**config.mk**
```make
export PLATFORM = sky130hd
export DESIGN_NAME = policy_job_dispatch_queue_top_flat
export DESIGN_NICKNAME = d
export VERILOG_FILES = /design/src/rtl/pjdq_pkg.sv /design/src/rtl/pjdq_req_if.sv /design/src/rtl/pjdq_rsp_if.sv /design/src/rtl/pjdq_cfg_if.sv /design/src/rtl/pjdq_ram.sv /design/src/rtl/pjdq_datapath.sv /design/src/rtl/pjdq_ctrl.sv /design/src/rtl/policy_job_dispatch_queue_top.sv /design/src/flat_wrapper.sv
export SDC_FILE = /design/constraint.sdc
export NUM_CORES = 1
export LEC_CHECK = 0
export BUFFER_PORTS_ARGS = -buffer_cell sky130_fd_sc_hd__buf_2
export CAP_MARGIN = 20
export CORE_ASPECT_RATIO = 0.8
export CORE_UTILIZATION = 52
export CTS_BUF_LIST = sky130_fd_sc_hd__clkbuf_4
export DETAILED_ROUTE_END_ITERATION = 12
export MAX_ROUTING_LAYER = met4
export PLACE_DENSITY = 0.67
export SLEW_MARGIN = 25
export SYNTH_ARGS = -nofsm -noshare
export SYNTH_HDL_FRONTEND = slang
export SYNTH_SLANG_ARGS = --single-unit
```
**constraint.sdc**
```tcl
create_clock -name i_clk -period 6.3 [get_ports i_clk]
set_input_delay 0.315 -clock i_clk [delete_from_list [all_inputs] [get_ports i_clk]]
set_output_delay 0.315 -clock i_clk [all_outputs]
set_load 0.01 [all_outputs]
```
**src/rtl/pjdq_pkg.sv**
```systemverilog
`timescale 1ns / 1ps

package pjdq_pkg;

    typedef struct packed {
        logic [7:0]  job_id;
        logic [15:0] est_time;
        logic [7:0]  job_priority;
        logic [15:0] arrival_stamp;
    } t_job;

    localparam int JOB_W = $bits(t_job);

    localparam logic OP_INSERT   = 1'b0;
    localparam logic OP_DISPATCH = 1'b1;

    typedef enum logic [1:0] {
        ST_INSERTED   = 2'd0,
        ST_DISPATCHED = 2'd1,
        ST_EMPTY      = 2'd2,
        ST_FULL       = 2'd3
    } t_status;

    typedef enum logic [1:0] {
        POL_ARRIVAL = 2'd0,
        POL_EST     = 2'd1,
        POL_PRIO    = 2'd2
    } t_policy;

    typedef enum logic [1:0] {
        WR_JOB   = 2'd0,
        WR_CARRY = 2'd1,
        WR_RDATA = 2'd2
    } t_wr_src;

    typedef struct packed {
        logic    cap_job;
        logic    rd_en;
        logic    wr_en;
        t_wr_src wr_src;
        logic    carry_ld;
        logic    push;
        logic    pop;
        logic    res_ld;
        t_status res_status;
    } t_dp_cmd;

    typedef struct packed {
        logic swap;
        logic empty;
        logic full;
        logic multi;
    } t_dp_stat;

    function automatic logic [15:0] f_key(input t_job job, input logic [1:0] mode);
        logic [15:0] key;
        case (mode)
            POL_EST:     key = job.est_time;
            POL_PRIO:    key = {8'h00, job.job_priority};
            POL_ARRIVAL: key = job.arrival_stamp;
            default:     key = job.arrival_stamp;
        endcase
        return key;
    endfunction

endpackage

```
**src/rtl/pjdq_req_if.sv**
```systemverilog
`timescale 1ns / 1ps

interface pjdq_req_if;
    logic        valid;
    logic        ready;
    logic        op;
    logic [7:0]  job_id;
    logic [15:0] est_time;
    logic [7:0]  job_priority;
    logic [15:0] arrival_stamp;

    modport source (
        output valid, op, job_id, est_time, job_priority, arrival_stamp,
        input  ready
    );

    modport sink (
        input  valid, op, job_id, est_time, job_priority, arrival_stamp,
        output ready
    );
endinterface

```
**src/rtl/pjdq_rsp_if.sv**
```systemverilog
`timescale 1ns / 1ps

interface pjdq_rsp_if #(
    parameter int CNT_W = 5
);
    logic             valid;
    logic             ready;
    logic [1:0]       status;
    logic [7:0]       out_job_id;
    logic [15:0]      out_est_time;
    logic [7:0]       out_priority;
    logic [15:0]      out_arrival;
    logic [CNT_W-1:0] occupancy;

    modport source (
        output valid, status, out_job_id, out_est_time, out_priority, out_arrival,
               occupancy,
        input  ready
    );

    modport sink (
        input  valid, status, out_job_id, out_est_time, out_priority, out_arrival,
               occupancy,
        output ready
    );
endinterface

```
**src/rtl/pjdq_cfg_if.sv**
```systemverilog
`timescale 1ns / 1ps

interface pjdq_cfg_if;
    logic       valid;
    logic       ready;
    logic [1:0] policy_mode;

    modport source (
        output valid, policy_mode,
        input  ready
    );

    modport sink (
        input  valid, policy_mode,
        output ready
    );
endinterface

```
**src/rtl/pjdq_ram.sv**
```systemverilog
`timescale 1ns / 1ps

module pjdq_ram #(
    parameter int WIDTH = 48,
    parameter int DEPTH = 16,
    localparam int AW   = (DEPTH > 1) ? $clog2(DEPTH) : 1
) (
    input  logic             i_clk,
    input  logic             i_we,
    input  logic [AW-1:0]    i_waddr,
    input  logic [WIDTH-1:0] i_wdata,
    input  logic             i_re,
    input  logic [AW-1:0]    i_raddr,
    output logic [WIDTH-1:0] o_rdata
);

    logic [WIDTH-1:0] r_mem [DEPTH];
    logic [WIDTH-1:0] r_rdata;

    always_ff @(posedge i_clk) begin
        if (i_we) begin
            r_mem[i_waddr] <= i_wdata;
        end
        if (i_re) begin
            r_rdata <= r_mem[i_raddr];
        end
    end

    assign o_rdata = r_rdata;

endmodule

```
**src/rtl/pjdq_datapath.sv**
```systemverilog
`timescale 1ns / 1ps

module pjdq_datapath #(
    parameter int QUEUE_DEPTH = 16,
    localparam int AW         = $clog2(QUEUE_DEPTH),
    localparam int CW         = $clog2(QUEUE_DEPTH + 1)
) (
    input  logic               i_clk,
    input  logic               i_rst_n,
    input  pjdq_pkg::t_dp_cmd  i_cmd,
    input  logic [CW-1:0]      i_rd_idx,
    input  logic [CW-1:0]      i_wr_idx,
    output pjdq_pkg::t_dp_stat o_stat,
    output logic [CW-1:0]      o_count,
    input  pjdq_pkg::t_job     i_job,
    input  logic               i_cfg_we,
    input  logic [1:0]         i_cfg_mode,
    output pjdq_pkg::t_status  o_status,
    output pjdq_pkg::t_job     o_job,
    output logic [CW-1:0]      o_occupancy
);

    import pjdq_pkg::*;

    logic [AW-1:0]    r_head;
    logic [CW-1:0]    r_count;
    logic [1:0]       r_policy;
    t_job             r_job;
    t_job             r_carry;
    t_status          r_res_status;
    t_job             r_res_job;
    logic [CW-1:0]    r_res_occ;

    t_job             w_rdata;
    logic [JOB_W-1:0] w_rdata_raw;
    t_job             w_wdata;
    logic [AW-1:0]    w_raddr;
    logic [AW-1:0]    w_waddr;

    function automatic logic [AW-1:0] f_slot(input logic [AW-1:0] head,
                                             input logic [CW-1:0] idx);
        logic [AW+1:0] sum;
        sum = (AW+2)'(head) + (AW+2)'(idx);
        if (sum >= (AW+2)'(QUEUE_DEPTH)) begin
            sum = sum - (AW+2)'(QUEUE_DEPTH);
        end
        return sum[AW-1:0];
    endfunction

    assign w_raddr = f_slot(r_head, i_rd_idx);
    assign w_waddr = f_slot(r_head, i_wr_idx);
    assign w_rdata = t_job'(w_rdata_raw);

    always_comb begin
        case (i_cmd.wr_src)
            WR_JOB:   w_wdata = r_job;
            WR_CARRY: w_wdata = r_carry;
            WR_RDATA: w_wdata = w_rdata;
            default:  w_wdata = r_carry;
        endcase
    end

    pjdq_ram #(
        .WIDTH(JOB_W),
        .DEPTH(QUEUE_DEPTH)
    ) u_ram (
        .i_clk  (i_clk),
        .i_we   (i_cmd.wr_en),
        .i_waddr(w_waddr),
        .i_wdata(w_wdata),
        .i_re   (i_cmd.rd_en),
        .i_raddr(w_raddr),
        .o_rdata(w_rdata_raw)
    );

    always_comb begin
        o_stat.swap  = f_key(r_carry, r_policy) > f_key(w_rdata, r_policy);
        o_stat.empty = (r_count == '0);
        o_stat.full  = (r_count == CW'(QUEUE_DEPTH));
        o_stat.multi = (r_count > CW'(1));
    end

    always_ff @(posedge i_clk) begin
        if (!i_rst_n) begin
            r_head   <= '0;
            r_count  <= '0;
            r_policy <= POL_ARRIVAL;
        end else begin
            if (i_cfg_we) begin
                r_policy <= i_cfg_mode;
            end
            if (i_cmd.push) begin
                r_count <= r_count + CW'(1);
            end else if (i_cmd.pop) begin
                r_count <= r_count - CW'(1);
                r_head  <= (r_head == AW'(QUEUE_DEPTH - 1)) ? '0 : r_head + AW'(1);
            end
        end
    end

    always_ff @(posedge i_clk) begin
        if (i_cmd.cap_job) begin
            r_job <= i_job;
        end
        if (i_cmd.carry_ld) begin
            r_carry <= w_rdata;
        end
        if (i_cmd.res_ld) begin
            r_res_status <= i_cmd.res_status;
            r_res_job    <= (i_cmd.res_status == ST_DISPATCHED) ? r_carry : '0;
            r_res_occ    <= r_count;
        end
    end

    assign o_count     = r_count;
    assign o_status    = r_res_status;
    assign o_job       = r_res_job;
    assign o_occupancy = r_res_occ;

endmodule

```
**src/rtl/pjdq_ctrl.sv**
```systemverilog
`timescale 1ns / 1ps

module pjdq_ctrl #(
    parameter int QUEUE_DEPTH = 16,
    localparam int CW         = $clog2(QUEUE_DEPTH + 1)
) (
    input  logic               i_clk,
    input  logic               i_rst_n,
    input  logic               i_req_valid,
    output logic               o_req_ready,
    input  logic               i_op,
    output logic               o_rsp_valid,
    input  logic               i_rsp_ready,
    output pjdq_pkg::t_dp_cmd  o_cmd,
    output logic [CW-1:0]      o_rd_idx,
    output logic [CW-1:0]      o_wr_idx,
    input  pjdq_pkg::t_dp_stat i_stat,
    input  logic [CW-1:0]      i_count
);

    import pjdq_pkg::*;

    typedef enum logic [3:0] {
        S_IDLE,
        S_INS,
        S_RD0,
        S_LD,
        S_RD,
        S_CMP,
        S_END,
        S_POP_RD,
        S_POP,
        S_DONE
    } t_state;

    t_state        r_state;
    logic [CW-1:0] r_len;
    logic [CW-1:0] r_idx;
    logic          r_swapped;
    t_status       r_status;
    logic          r_rsp_valid;

    logic          w_accept;
    logic          w_res_free;
    logic [CW-1:0] w_idx_nxt;

    assign w_accept   = i_req_valid && (r_state == S_IDLE);
    assign w_res_free = !r_rsp_valid || i_rsp_ready;
    assign w_idx_nxt  = r_idx + CW'(1);

    always_comb begin
        o_cmd            = '0;
        o_cmd.wr_src     = WR_CARRY;
        o_cmd.res_status = r_status;
        o_rd_idx         = '0;
        o_wr_idx         = '0;
        case (r_state)
            S_IDLE: begin
                o_cmd.cap_job = w_accept;
            end
            S_INS: begin
                if (!i_stat.full) begin
                    o_cmd.wr_en  = 1'b1;
                    o_cmd.wr_src = WR_JOB;
                    o_cmd.push   = 1'b1;
                    o_wr_idx     = i_count;
                end
            end
            S_RD0: begin
                o_cmd.rd_en = 1'b1;
            end
            S_LD: begin
                o_cmd.carry_ld = 1'b1;
            end
            S_RD: begin
                o_cmd.rd_en = 1'b1;
                o_rd_idx    = r_idx;
            end
            S_CMP: begin
                o_cmd.wr_en = 1'b1;
                o_wr_idx    = r_idx - CW'(1);
                if (i_stat.swap) begin
                    o_cmd.wr_src = WR_RDATA;
                end else begin
                    o_cmd.carry_ld = 1'b1;
                end
            end
            S_END: begin
                o_cmd.wr_en = 1'b1;
                o_wr_idx    = r_len - CW'(1);
            end
            S_POP_RD: begin
                o_cmd.rd_en = 1'b1;
            end
            S_POP: begin
                o_cmd.carry_ld = 1'b1;
                o_cmd.pop      = 1'b1;
            end
            S_DONE: begin
                o_cmd.res_ld = w_res_free;
            end
            default: begin
            end
        endcase
    end

    always_ff @(posedge i_clk) begin
        if (!i_rst_n) begin
            r_state     <= S_IDLE;
            r_len       <= '0;
            r_idx       <= '0;
            r_swapped   <= 1'b0;
            r_status    <= ST_INSERTED;
            r_rsp_valid <= 1'b0;
        end else begin
            if ((r_state == S_DONE) && w_res_free) begin
                r_rsp_valid <= 1'b1;
            end else if (i_rsp_ready) begin
                r_rsp_valid <= 1'b0;
            end
            case (r_state)
                S_IDLE: begin
                    if (w_accept) begin
                        case (i_op)
                            OP_INSERT: begin
                                r_state <= S_INS;
                            end
                            OP_DISPATCH: begin
                                if (i_stat.empty) begin
                                    r_status <= ST_EMPTY;
                                    r_state  <= S_DONE;
                                end else if (i_stat.multi) begin
                                    r_len   <= i_count;
                                    r_state <= S_RD0;
                                end else begin
                                    r_state <= S_POP_RD;
                                end
                            end
                            default: begin
                                r_state <= S_IDLE;
                            end
                        endcase
                    end
                end
                S_INS: begin
                    r_status <= i_stat.full ? ST_FULL : ST_INSERTED;
                    r_state  <= S_DONE;
                end
                S_RD0: begin
                    r_idx     <= CW'(1);
                    r_swapped <= 1'b0;
                    r_state   <= S_LD;
                end
                S_LD: begin
                    r_state <= S_RD;
                end
                S_RD: begin
                    r_state <= S_CMP;
                end
                S_CMP: begin
                    if (i_stat.swap) begin
                        r_swapped <= 1'b1;
                    end
                    r_idx   <= w_idx_nxt;
                    r_state <= (w_idx_nxt == r_len) ? S_END : S_RD;
                end
                S_END: begin
                    r_len   <= r_len - CW'(1);
                    r_state <= (r_swapped && (r_len > CW'(2))) ? S_RD0 : S_POP_RD;
                end
                S_POP_RD: begin
                    r_state <= S_POP;
                end
                S_POP: begin
                    r_status <= ST_DISPATCHED;
                    r_state  <= S_DONE;
                end
                S_DONE: begin
                    if (w_res_free) begin
                        r_state <= S_IDLE;
                    end
                end
                default: begin
                    r_state <= S_IDLE;
                end
            endcase
        end
    end

    assign o_req_ready = (r_state == S_IDLE);
    assign o_rsp_valid = r_rsp_valid;

endmodule

```
**src/rtl/policy_job_dispatch_queue_top.sv**
```systemverilog
`timescale 1ns / 1ps

// Bounded job queue with a selectable ordering key (arrival stamp, estimated time or
// priority, from the policy register). One request at a time. A dispatch stable-sorts
// the n waiting jobs in the job RAM with one comparator and a carried element, one RAM
// read and one RAM write per step: bubble passes run over L = n, n-1, ... jobs and stop
// at the first pass without an exchange, then the front job is read and popped. A
// finished result waits in the output register while the next request is accepted.
module policy_job_dispatch_queue_top #(
    parameter int QUEUE_DEPTH = 16
) (
    input  logic               i_clk,
    input  logic               i_rst_n,
    pjdq_req_if.sink           i_req,
    pjdq_rsp_if.source         o_rsp,
    pjdq_cfg_if.sink           i_cfg
);

    import pjdq_pkg::*;

    localparam int CW = $clog2(QUEUE_DEPTH + 1);

    t_dp_cmd       w_cmd;
    t_dp_stat      w_stat;
    logic [CW-1:0] w_rd_idx;
    logic [CW-1:0] w_wr_idx;
    logic [CW-1:0] w_count;
    t_job          w_job_in;
    t_job          w_job_out;
    t_status       w_status;
    logic [CW-1:0] w_occupancy;

    assign w_job_in.job_id        = i_req.job_id;
    assign w_job_in.est_time      = i_req.est_time;
    assign w_job_in.job_priority  = i_req.job_priority;
    assign w_job_in.arrival_stamp = i_req.arrival_stamp;

    assign i_cfg.ready = 1'b1;

    pjdq_ctrl #(
        .QUEUE_DEPTH(QUEUE_DEPTH)
    ) u_ctrl (
        .i_clk      (i_clk),
        .i_rst_n    (i_rst_n),
        .i_req_valid(i_req.valid),
        .o_req_ready(i_req.ready),
        .i_op       (i_req.op),
        .o_rsp_valid(o_rsp.valid),
        .i_rsp_ready(o_rsp.ready),
        .o_cmd      (w_cmd),
        .o_rd_idx   (w_rd_idx),
        .o_wr_idx   (w_wr_idx),
        .i_stat     (w_stat),
        .i_count    (w_count)
    );

    pjdq_datapath #(
        .QUEUE_DEPTH(QUEUE_DEPTH)
    ) u_datapath (
        .i_clk      (i_clk),
        .i_rst_n    (i_rst_n),
        .i_cmd      (w_cmd),
        .i_rd_idx   (w_rd_idx),
        .i_wr_idx   (w_wr_idx),
        .o_stat     (w_stat),
        .o_count    (w_count),
        .i_job      (w_job_in),
        .i_cfg_we   (i_cfg.valid),
        .i_cfg_mode (i_cfg.policy_mode),
        .o_status   (w_status),
        .o_job      (w_job_out),
        .o_occupancy(w_occupancy)
    );

    assign o_rsp.status       = w_status;
    assign o_rsp.out_job_id   = w_job_out.job_id;
    assign o_rsp.out_est_time = w_job_out.est_time;
    assign o_rsp.out_priority = w_job_out.job_priority;
    assign o_rsp.out_arrival  = w_job_out.arrival_stamp;
    assign o_rsp.occupancy    = w_occupancy;

endmodule

```
**src/flat_wrapper.sv**
```systemverilog
// flat-port wrapper written by rule: the top's interface ports become plain ports
module policy_job_dispatch_queue_top_flat import pjdq_pkg::*;
#(
    parameter int QUEUE_DEPTH = 16
)
  (i_clk, i_rst_n, i_req_valid, i_req_op, i_req_job_id, i_req_est_time, i_req_job_priority, i_req_arrival_stamp, i_req_ready, o_rsp_valid, o_rsp_status, o_rsp_out_job_id, o_rsp_out_est_time, o_rsp_out_priority, o_rsp_out_arrival, o_rsp_occupancy, o_rsp_ready, i_cfg_valid, i_cfg_policy_mode, i_cfg_ready);
  pjdq_req_if i_req_i ();
  pjdq_rsp_if #(.CNT_W(5)) o_rsp_i ();
  pjdq_cfg_if i_cfg_i ();
  input  logic i_clk;
  input  logic i_rst_n;
  input wire logic [$bits(i_req_i.valid)-1:0] i_req_valid;
  input wire logic [$bits(i_req_i.op)-1:0] i_req_op;
  input wire logic [$bits(i_req_i.job_id)-1:0] i_req_job_id;
  input wire logic [$bits(i_req_i.est_time)-1:0] i_req_est_time;
  input wire logic [$bits(i_req_i.job_priority)-1:0] i_req_job_priority;
  input wire logic [$bits(i_req_i.arrival_stamp)-1:0] i_req_arrival_stamp;
  output wire logic [$bits(i_req_i.ready)-1:0] i_req_ready;
  output wire logic [$bits(o_rsp_i.valid)-1:0] o_rsp_valid;
  output wire logic [$bits(o_rsp_i.status)-1:0] o_rsp_status;
  output wire logic [$bits(o_rsp_i.out_job_id)-1:0] o_rsp_out_job_id;
  output wire logic [$bits(o_rsp_i.out_est_time)-1:0] o_rsp_out_est_time;
  output wire logic [$bits(o_rsp_i.out_priority)-1:0] o_rsp_out_priority;
  output wire logic [$bits(o_rsp_i.out_arrival)-1:0] o_rsp_out_arrival;
  output wire logic [$bits(o_rsp_i.occupancy)-1:0] o_rsp_occupancy;
  input wire logic [$bits(o_rsp_i.ready)-1:0] o_rsp_ready;
  input wire logic [$bits(i_cfg_i.valid)-1:0] i_cfg_valid;
  input wire logic [$bits(i_cfg_i.policy_mode)-1:0] i_cfg_policy_mode;
  output wire logic [$bits(i_cfg_i.ready)-1:0] i_cfg_ready;
  assign i_req_i.valid = i_req_valid;
  assign i_req_i.op = i_req_op;
  assign i_req_i.job_id = i_req_job_id;
  assign i_req_i.est_time = i_req_est_time;
  assign i_req_i.job_priority = i_req_job_priority;
  assign i_req_i.arrival_stamp = i_req_arrival_stamp;
  assign i_req_ready = i_req_i.ready;
  assign o_rsp_valid = o_rsp_i.valid;
  assign o_rsp_status = o_rsp_i.status;
  assign o_rsp_out_job_id = o_rsp_i.out_job_id;
  assign o_rsp_out_est_time = o_rsp_i.out_est_time;
  assign o_rsp_out_priority = o_rsp_i.out_priority;
  assign o_rsp_out_arrival = o_rsp_i.out_arrival;
  assign o_rsp_occupancy = o_rsp_i.occupancy;
  assign o_rsp_i.ready = o_rsp_ready;
  assign i_cfg_i.valid = i_cfg_valid;
  assign i_cfg_i.policy_mode = i_cfg_policy_mode;
  assign i_cfg_ready = i_cfg_i.ready;
  policy_job_dispatch_queue_top #(.QUEUE_DEPTH(QUEUE_DEPTH)) u_core (.i_clk(i_clk), .i_rst_n(i_rst_n), .i_req(i_req_i), .o_rsp(o_rsp_i), .i_cfg(i_cfg_i));
endmodule
```
==> results of run 1 <==
## critical path, stage by stage (launching register included)
cell and delay [ps]:
dfxtp_1 380, inv_1 60, ha_2 940, o21ai_0 290
ha_1 400, nand4_2 160, nor4_1 370, a21bo_2 290
a31oi_4 300, buf_4 350, and2_1 170, buf_4 460
a221o_1 590
## power breakdown
group	total [mW]	leakage [nW]	switching, mW	internal [mW]
clock network	5.19	1.77	2.50	2.70
registers	9.66	8.99	0.478	9.18
logic	4.44	4.52	2.83	1.61
total	19.3	15.3	5.80	13.5
## kinds of logic after synthesis
family | count (synthesis) | share of synthesized area (%)
flip-flops | 996 | 75.4
AND/OR/NAND/NOR | 434 | 5.50
AO/OA/AOI/OAI | 265 | 4.84
multiplexers | 196 | 11.1
buffers and inverters | 143 | 1.51
adder cells (fa/ha/maj) | 34 | 1.12
XOR/XNOR | 25 | 0.557
other | 1 | 0.00954
## metrics by stage
step | util [%] | total power, mW | setup WS, ps | hold WS, ps | instances
floorplan | - | 12.4 | 890 | 406 | 2094
finish | 61.5 | 19.3 | 1180 | 255 | 3663
CTS | 61.5 | 19.3 | 1360 | 82.1 | 3659
global route | 61.5 | 20.1 | 888 | 196 | 3662
detailed placement | 56.0 | 14.1 | 1350 | 413 | 3140
global placement | 56.0 | 14.0 | 1550 | 413 | 3140
## flip-flops by register name, summed over array words and instances, names as in the netlist
name                             count
u_core.u_datapath.u_ram.r_mem      768
u_core.u_datapath.o_job             48
u_core.u_datapath.r_carry           48
u_core.u_datapath.r_job             48
u_core.u_datapath.u_ram.o_rdata     48
u_core.u_ctrl.r_idx                  5
u_core.u_ctrl.r_len                  5
u_core.u_datapath.o_count            5
u_core.u_datapath.o_occupancy        5
u_core.u_ctrl.r_state                4
u_core.u_datapath.r_head             4
u_core.u_ctrl.r_status               2
u_core.u_datapath.o_status           2
u_core.u_datapath.r_policy           2
u_core.u_ctrl.o_rsp_valid            1
u_core.u_ctrl.r_swapped              1
## routing by layer
metal  share of wire, %  track usage (%)  vias up
met1                 40             37.3    11500
met2                 48             43.2     1329
met3                 11             7.27      144
met4                1.9             9.45        0
met5                  0                -        -
li1                   -                -     9424
## worst paths after layout
path / from / endpoint / slack, ps / depth (start not counted)
worst max-delay path: u_core.u_datapath.r_policy[0] / u_core.u_datapath.u_ram.r_mem[12][43] / 1180 / 12
worst min-delay path: o_rsp_ready / u_core.u_ctrl.o_rsp_valid / 250 / 5
worst max register to register: u_core.u_datapath.r_policy[0] / u_core.u_datapath.u_ram.r_mem[12][43] / 1180 / 12
worst min register to register: u_core.u_ctrl.r_status[0] / u_core.u_datapath.o_status[0] / 430 / 0
## repair_timing
item,in CTS,in global routing
endpoints found under the hold margin,85,0
resized for setup,0,0
hold buffers,105,0
## placed cells by master (no fill, tap or decap), drive strengths merged, types with 6 or more instances in the layout
master / netlist / final
edfxtp: 967 / 967
clkbuf: 89 / 338
mux4: 192 / 192
buf: 37 / 171
nand2: 160 / 160
dlygate4sd3: 0 / 105
and2: 101 / 101
nor2: 69 / 69
clkinv: 1 / 64
and3: 53 / 53
a31oi: 53 / 53
a221o: 50 / 50
a211oi: 48 / 48
a21oi: 44 / 44
ha: 32 / 32
dfxtp: 29 / 29
o21ai: 29 / 29
inv: 16 / 19
a22oi: 18 / 18
xnor2: 13 / 13
xor2: 12 / 12
nand3: 10 / 10
nor3: 8 / 8
bufinv: 0 / 6
## final cells by class
| type | instances | area, sq um | area share [%] |
|---|---|---|---|
| Multi-Input combinational cell | 955 | 9330 | 20.4 |
| Clock inverter | 76 | 473 | 1.04 |
| Antenna cell | 4 | 10.0 | 0.0219 |
| Tap cell | 1001 | 1250 | 2.74 |
| Sequential cell | 996 | 29600 | 64.8 |
| Clock buffer | 338 | 2540 | 5.56 |
| Timing Repair Buffer | 276 | 2390 | 5.24 |
| Inverter | 17 | 63.8 | 0.140 |
==> results.ini, run 1 <==
[clock_tree]
cts_sinks=996
cts.path.max_buffers=3
clock_latency_ps=1050
cts_tree=done
clock-root-buffer=clkbuf_4
postCtsSetupRepairBufs=0
path_clk_slew_ps=70
cts_buffers=229
ctsHtreeMaxLevel=4

[synthesis]
syn_avg_cell_area_sq_um=18.8
synth_common_cells=edfxtp_1, mux4_2, nand2_1, and2_1, clkbuf_1
synth_ff_type=edfxtp_1
synth_area_sq_um=39300
synth-edff-count=967
synth_cells=2094
synth_top_area_cell=edfxtp_1
yosysWarnings=0
ys_async_sr_fraction_pct=0
synth_fp_nets=2184
yosysTopAreaCellShare_pct=73.9
synth.most_common_cell=edfxtp_1
synth.distinct_cells=59
yosys-top-cells-area=edfxtp_1, mux4_2, and2_1
ys_ff_latch=996
synth-seq-area-share_pct=75.4

[timing]
hold_viol=0
rsz0062_at_grt=no
tightest_slew_ps=974
skew_ps=69.8
finalSetupViolations=0
fmax_ghz=0.195
relSlewSlack_pct=35.1
fin_setup_tns_ps=0
fin_crit_sh_pct=81.3
min_period_ps=5120
drv_slew=0

[pwr]
cellLeakagePower_nw=15.3
peakVddDrop_uv=236
power.density_nw_per_um2=422

[place]
hpwl_um=54700
port_buffers=112
placed_cell_area_sq_um=41600
place.gp.congestion=0.883

[min_path]
hp-class=in2reg

[setup_path]
worstSetupStartpointType=flip-flop
path_class=reg2reg
critPathRequiredTime_ps=7030
cp-end-kind=flip-flop
crit_arrival_ps=5860
critPathMaxFanout=64

[floorplan]
die_area_sq_um=76700
die_w_um=309
start_util_pct=52.9
dieHeight_um=248
ios=114
coreArea_sq_um=74300
rows=89

[grt]
grt_max_degree=97
grt_pass1_vias=22500
grt_antenna_before_repair=3
grt_overflow=0
track_usage_pct=28.3
grt_first_pass_wirelength_um=148000

[routing]
wirelength_um=103000
wl_per_cell_um=28.0
viasPerCell=6.11
dr.pass1.iters=6
ant_nets=0
drcViolationCount=0
routed-via-count=22400
drtIter0Drc=2615

[outcome]
outcome=completed

[final_layout]
nNetsFinal=2565
syn2layout_area_growth_pct=16.2
fin_area_sq_um=45700
drive_gt1_share_pct=28.7
fillers=5316

[job]
drv_cap=0

Power figures use the tool's default switching activity.
==> inputs of run 2 (changes only) <==
ABC_AREA = 1   (was not set)
PLACE_DENSITY = 0.7   (was 0.67)
clock period = 4.5 ns   (was 6.3 ns; I/O delays follow)
==> run 2 against run 1 <==
Critical path depth grew 2; first-iteration DRC count grew 49%; cell count grew 27%; non-clock buffer count grew 23; clock-buffer cell count grew 1; setup slack lost 630 ps; critical endpoint is now u_core.u_datapath.u_ram.r_mem[2][47]; largest cell class unchanged.
==> results.ini, run 2 <==
[floorplan]
die_w_um=316  ; +2.3%
rows=91  ; +2.2%
die_area_sq_um=80200  ; +4.6%
ios=114  ; unchanged
coreArea_sq_um=77700  ; +4.5%
dieHeight_um=254  ; +2.3%
start_util_pct=53.0  ; about the same

[clock_tree]
postCtsSetupRepairBufs=0  ; unchanged
ctsHoldBuffers=108  ; +2.9%
path_clk_slew_ps=80  ; about the same
ctsHtreeMaxLevel=4  ; unchanged
cts_sinks=996  ; unchanged
clock_latency_ps=1090  ; +40 ps
cts_buffers=233  ; +1.7%
clock-root-buffer=clkbuf_4
post_cts_resized=0  ; unchanged
cts.path.max_buffers=3  ; unchanged
cts_tree=done

[place]
hpwl_um=61800  ; +13%
port_buffers=112  ; unchanged
place.gp.congestion=0.960  ; +8.7%
placed_cells=4108  ; +31%

[grt]
grt_max_degree=115  ; +19%
grt_overflow=0  ; unchanged
grt_antenna_before_repair=2  ; -1
grt_pass1_vias=26400  ; +17%
track_usage_pct=29.5  ; +1.2 points
grt_first_pass_wirelength_um=167000  ; +13%

[outcome]
outcome=completed

[final_layout]
final_cell_mix=edfxtp_1, clkbuf_4, inv_1
layout_commonest_cell=edfxtp_1
largest_register=u_core.u_datapath.u_ram.r_mem
nNetsFinal=3518  ; +37%
largest_reg_flops=768  ; unchanged
syn2layout_area_growth_pct=15.4
stdcell_count=4634  ; +27%
drive_gt1_share_pct=17.2  ; -11 points

[routing]
routed-via-count=27400  ; +22%
drcViolationCount=0  ; unchanged
wl_per_cell_um=24.8  ; -11%
wirelength_um=115000  ; +12%
ant_nets=0  ; unchanged
drtIter0Drc=3901  ; +49%
viasPerCell=5.92  ; -3.2%
dr.pass1.iters=7  ; +1

[timing]
fin_crit_sh_pct=87.9  ; +6.5 points
tightest_slew_ps=1080  ; +110 ps
relSlewSlack_pct=27.7  ; -7.4 points
skew_ps=63.9  ; -5.92 ps
drv_slew=0  ; unchanged
hold_viol=0  ; unchanged
min_period_ps=3950  ; -1170 ps
fin_setup_tns_ps=0  ; unchanged
fin_hold_ws_ps=139  ; -116 ps
fmax_ghz=0.253  ; +30%
rsz0062_at_grt=no
finalSetupViolations=0  ; unchanged

[synthesis]
syn_avg_cell_area_sq_um=13.4  ; -29%
synth-edff-count=967  ; unchanged
synth_ff_type=edfxtp_1
synth_common_cells=edfxtp_1, inv_1, nand2_1, o21ai_0, a21oi_1
synth_top_area_cell=edfxtp_1
yosysWarnings=0  ; unchanged
yosys-top-cells-area=edfxtp_1, mux2i_1, o211ai_1
synth.most_common_cell=edfxtp_1
ys_async_sr_fraction_pct=0  ; unchanged
synth.distinct_cells=42  ; -29%
synth_cells=3074  ; +47%
synth_area_sq_um=41100  ; +4.6%
ys_ff_latch=996  ; unchanged
synth_fp_nets=3164  ; +45%
yosysTopAreaCellShare_pct=70.6  ; -3.3 points
synth-seq-area-share_pct=72.0  ; -3.3 points

[pwr]
cellLeakagePower_nw=16.9  ; +11%
power.density_nw_per_um2=581  ; +38%
peakVddDrop_uv=313  ; +33%
finalPower_mw=27.6  ; +43%

[setup_path]
worstSetupStartpointType=flip-flop
critPathMaxFanout=49  ; -23%
crit_arrival_ps=4600  ; -1260 ps
path_class=reg2reg
critPathRequiredTime_ps=5140  ; -1890 ps
cp-end-kind=flip-flop

[job]
drv_cap=0  ; unchanged

[min_path]
hp-class=in2reg

[run 2: cell types whose count changed after synthesis, moves of 53 or more]
| cell | previous run | this run |
|---|---|---|
| and3_1 | 53 | 0 |
| o21ai_0 | 28 | 225 |
| mux2i_1 | 4 | 192 |
| mux4_2 | 192 | 0 |
| and2_1 | 101 | 0 |
| o211ai_1 | 1 | 193 |
| nand2_1 | 160 | 317 |
| inv_1 | 16 | 335 |
| a21oi_1 | 44 | 224 |
| nand3_1 | 10 | 75 |
[run 2: through the flow]
step	cell area [sq um]	setup WS (ps)	utilization [%]
floorplan	41100	-154	-
global placement	43500	748	56.0
detailed placement	43500	684	56.0
CTS	47500	615	61.1
global route	47500	304	61.1
finish	47500	546	61.1
[run 2: final cells by class]
class	count	area, sq um
Antenna cell	4	10.0
Clock buffer	339	2540
Clock inverter	75	357
Fill cell	5748	30200
Inverter	345	1300
Multi-Input combinational cell	1553	9540
Sequential cell	996	29600
Tap cell	1023	1280
Timing Repair Buffer	299	2820
[run 2: worst paths after layout]
kind,from,end,slack [ps],cells past startpoint
min reg2reg,u_core.u_datapath.u_ram.o_rdata[42],u_core.u_datapath.r_carry[42],440,0
max reg2reg,u_core.u_datapath.r_policy[0],u_core.u_datapath.u_ram.r_mem[2][47],550,14
max,u_core.u_datapath.r_policy[0],u_core.u_datapath.u_ram.r_mem[2][47],550,14
min,i_cfg_valid,u_core.u_datapath.r_policy[0],140,4
[run 2: layer usage]
| layer | global-route usage, % | vias to the layer above | share of wire, % |
|---|---|---|---|
| met2 | 43.8 | 1885 | 46 |
| met1 | 40.7 | 13200 | 40 |
| met4 | 8.94 | 0 | 2.4 |
| li1 | - | 12100 | - |
| met5 | - | - | 0 |
| met3 | 6.77 | 203 | 12 |
[run 2: kinds of logic (layout without fill, tap and decap cells)]
logic type / Yosys count / in the layout / synth area share [%]
flip-flops: 996 / 996 / 72.0
other: 1 / 5 / 0.00912
buffers and inverters: 525 / 1058 / 5.22
AO/OA/AOI/OAI: 737 / 737 / 10.6
AND/OR/NAND/NOR: 577 / 577 / 6.06
adder cells (fa/ha/maj): 34 / 34 / 1.07
XOR/XNOR: 12 / 12 / 0.365
multiplexers: 192 / 192 / 4.67
[run 2: worst max-delay path: stages, from the launching register on]
cell and delay (ps):
dfxtp_1 340, inv_1 60, ha_1 320, inv_1 400, buf_4 250, o22ai_1 90
ha_1 320, nand2_1 90, nor3_1 340, nand3_2 120, buf_4 450, nand4_1 230
nand2_1 80, inv_1 50, nand2_1 360
[run 2: power by group]
part / internal [mW] / leakage (nW) / total (mW) / switching (mW)
combinational: 2.03 / 6.18 / 7.24 / 5.21
clock: 3.51 / 1.74 / 7.07 / 3.56
sequential: 12.7 / 9.01 / 13.3 / 0.609
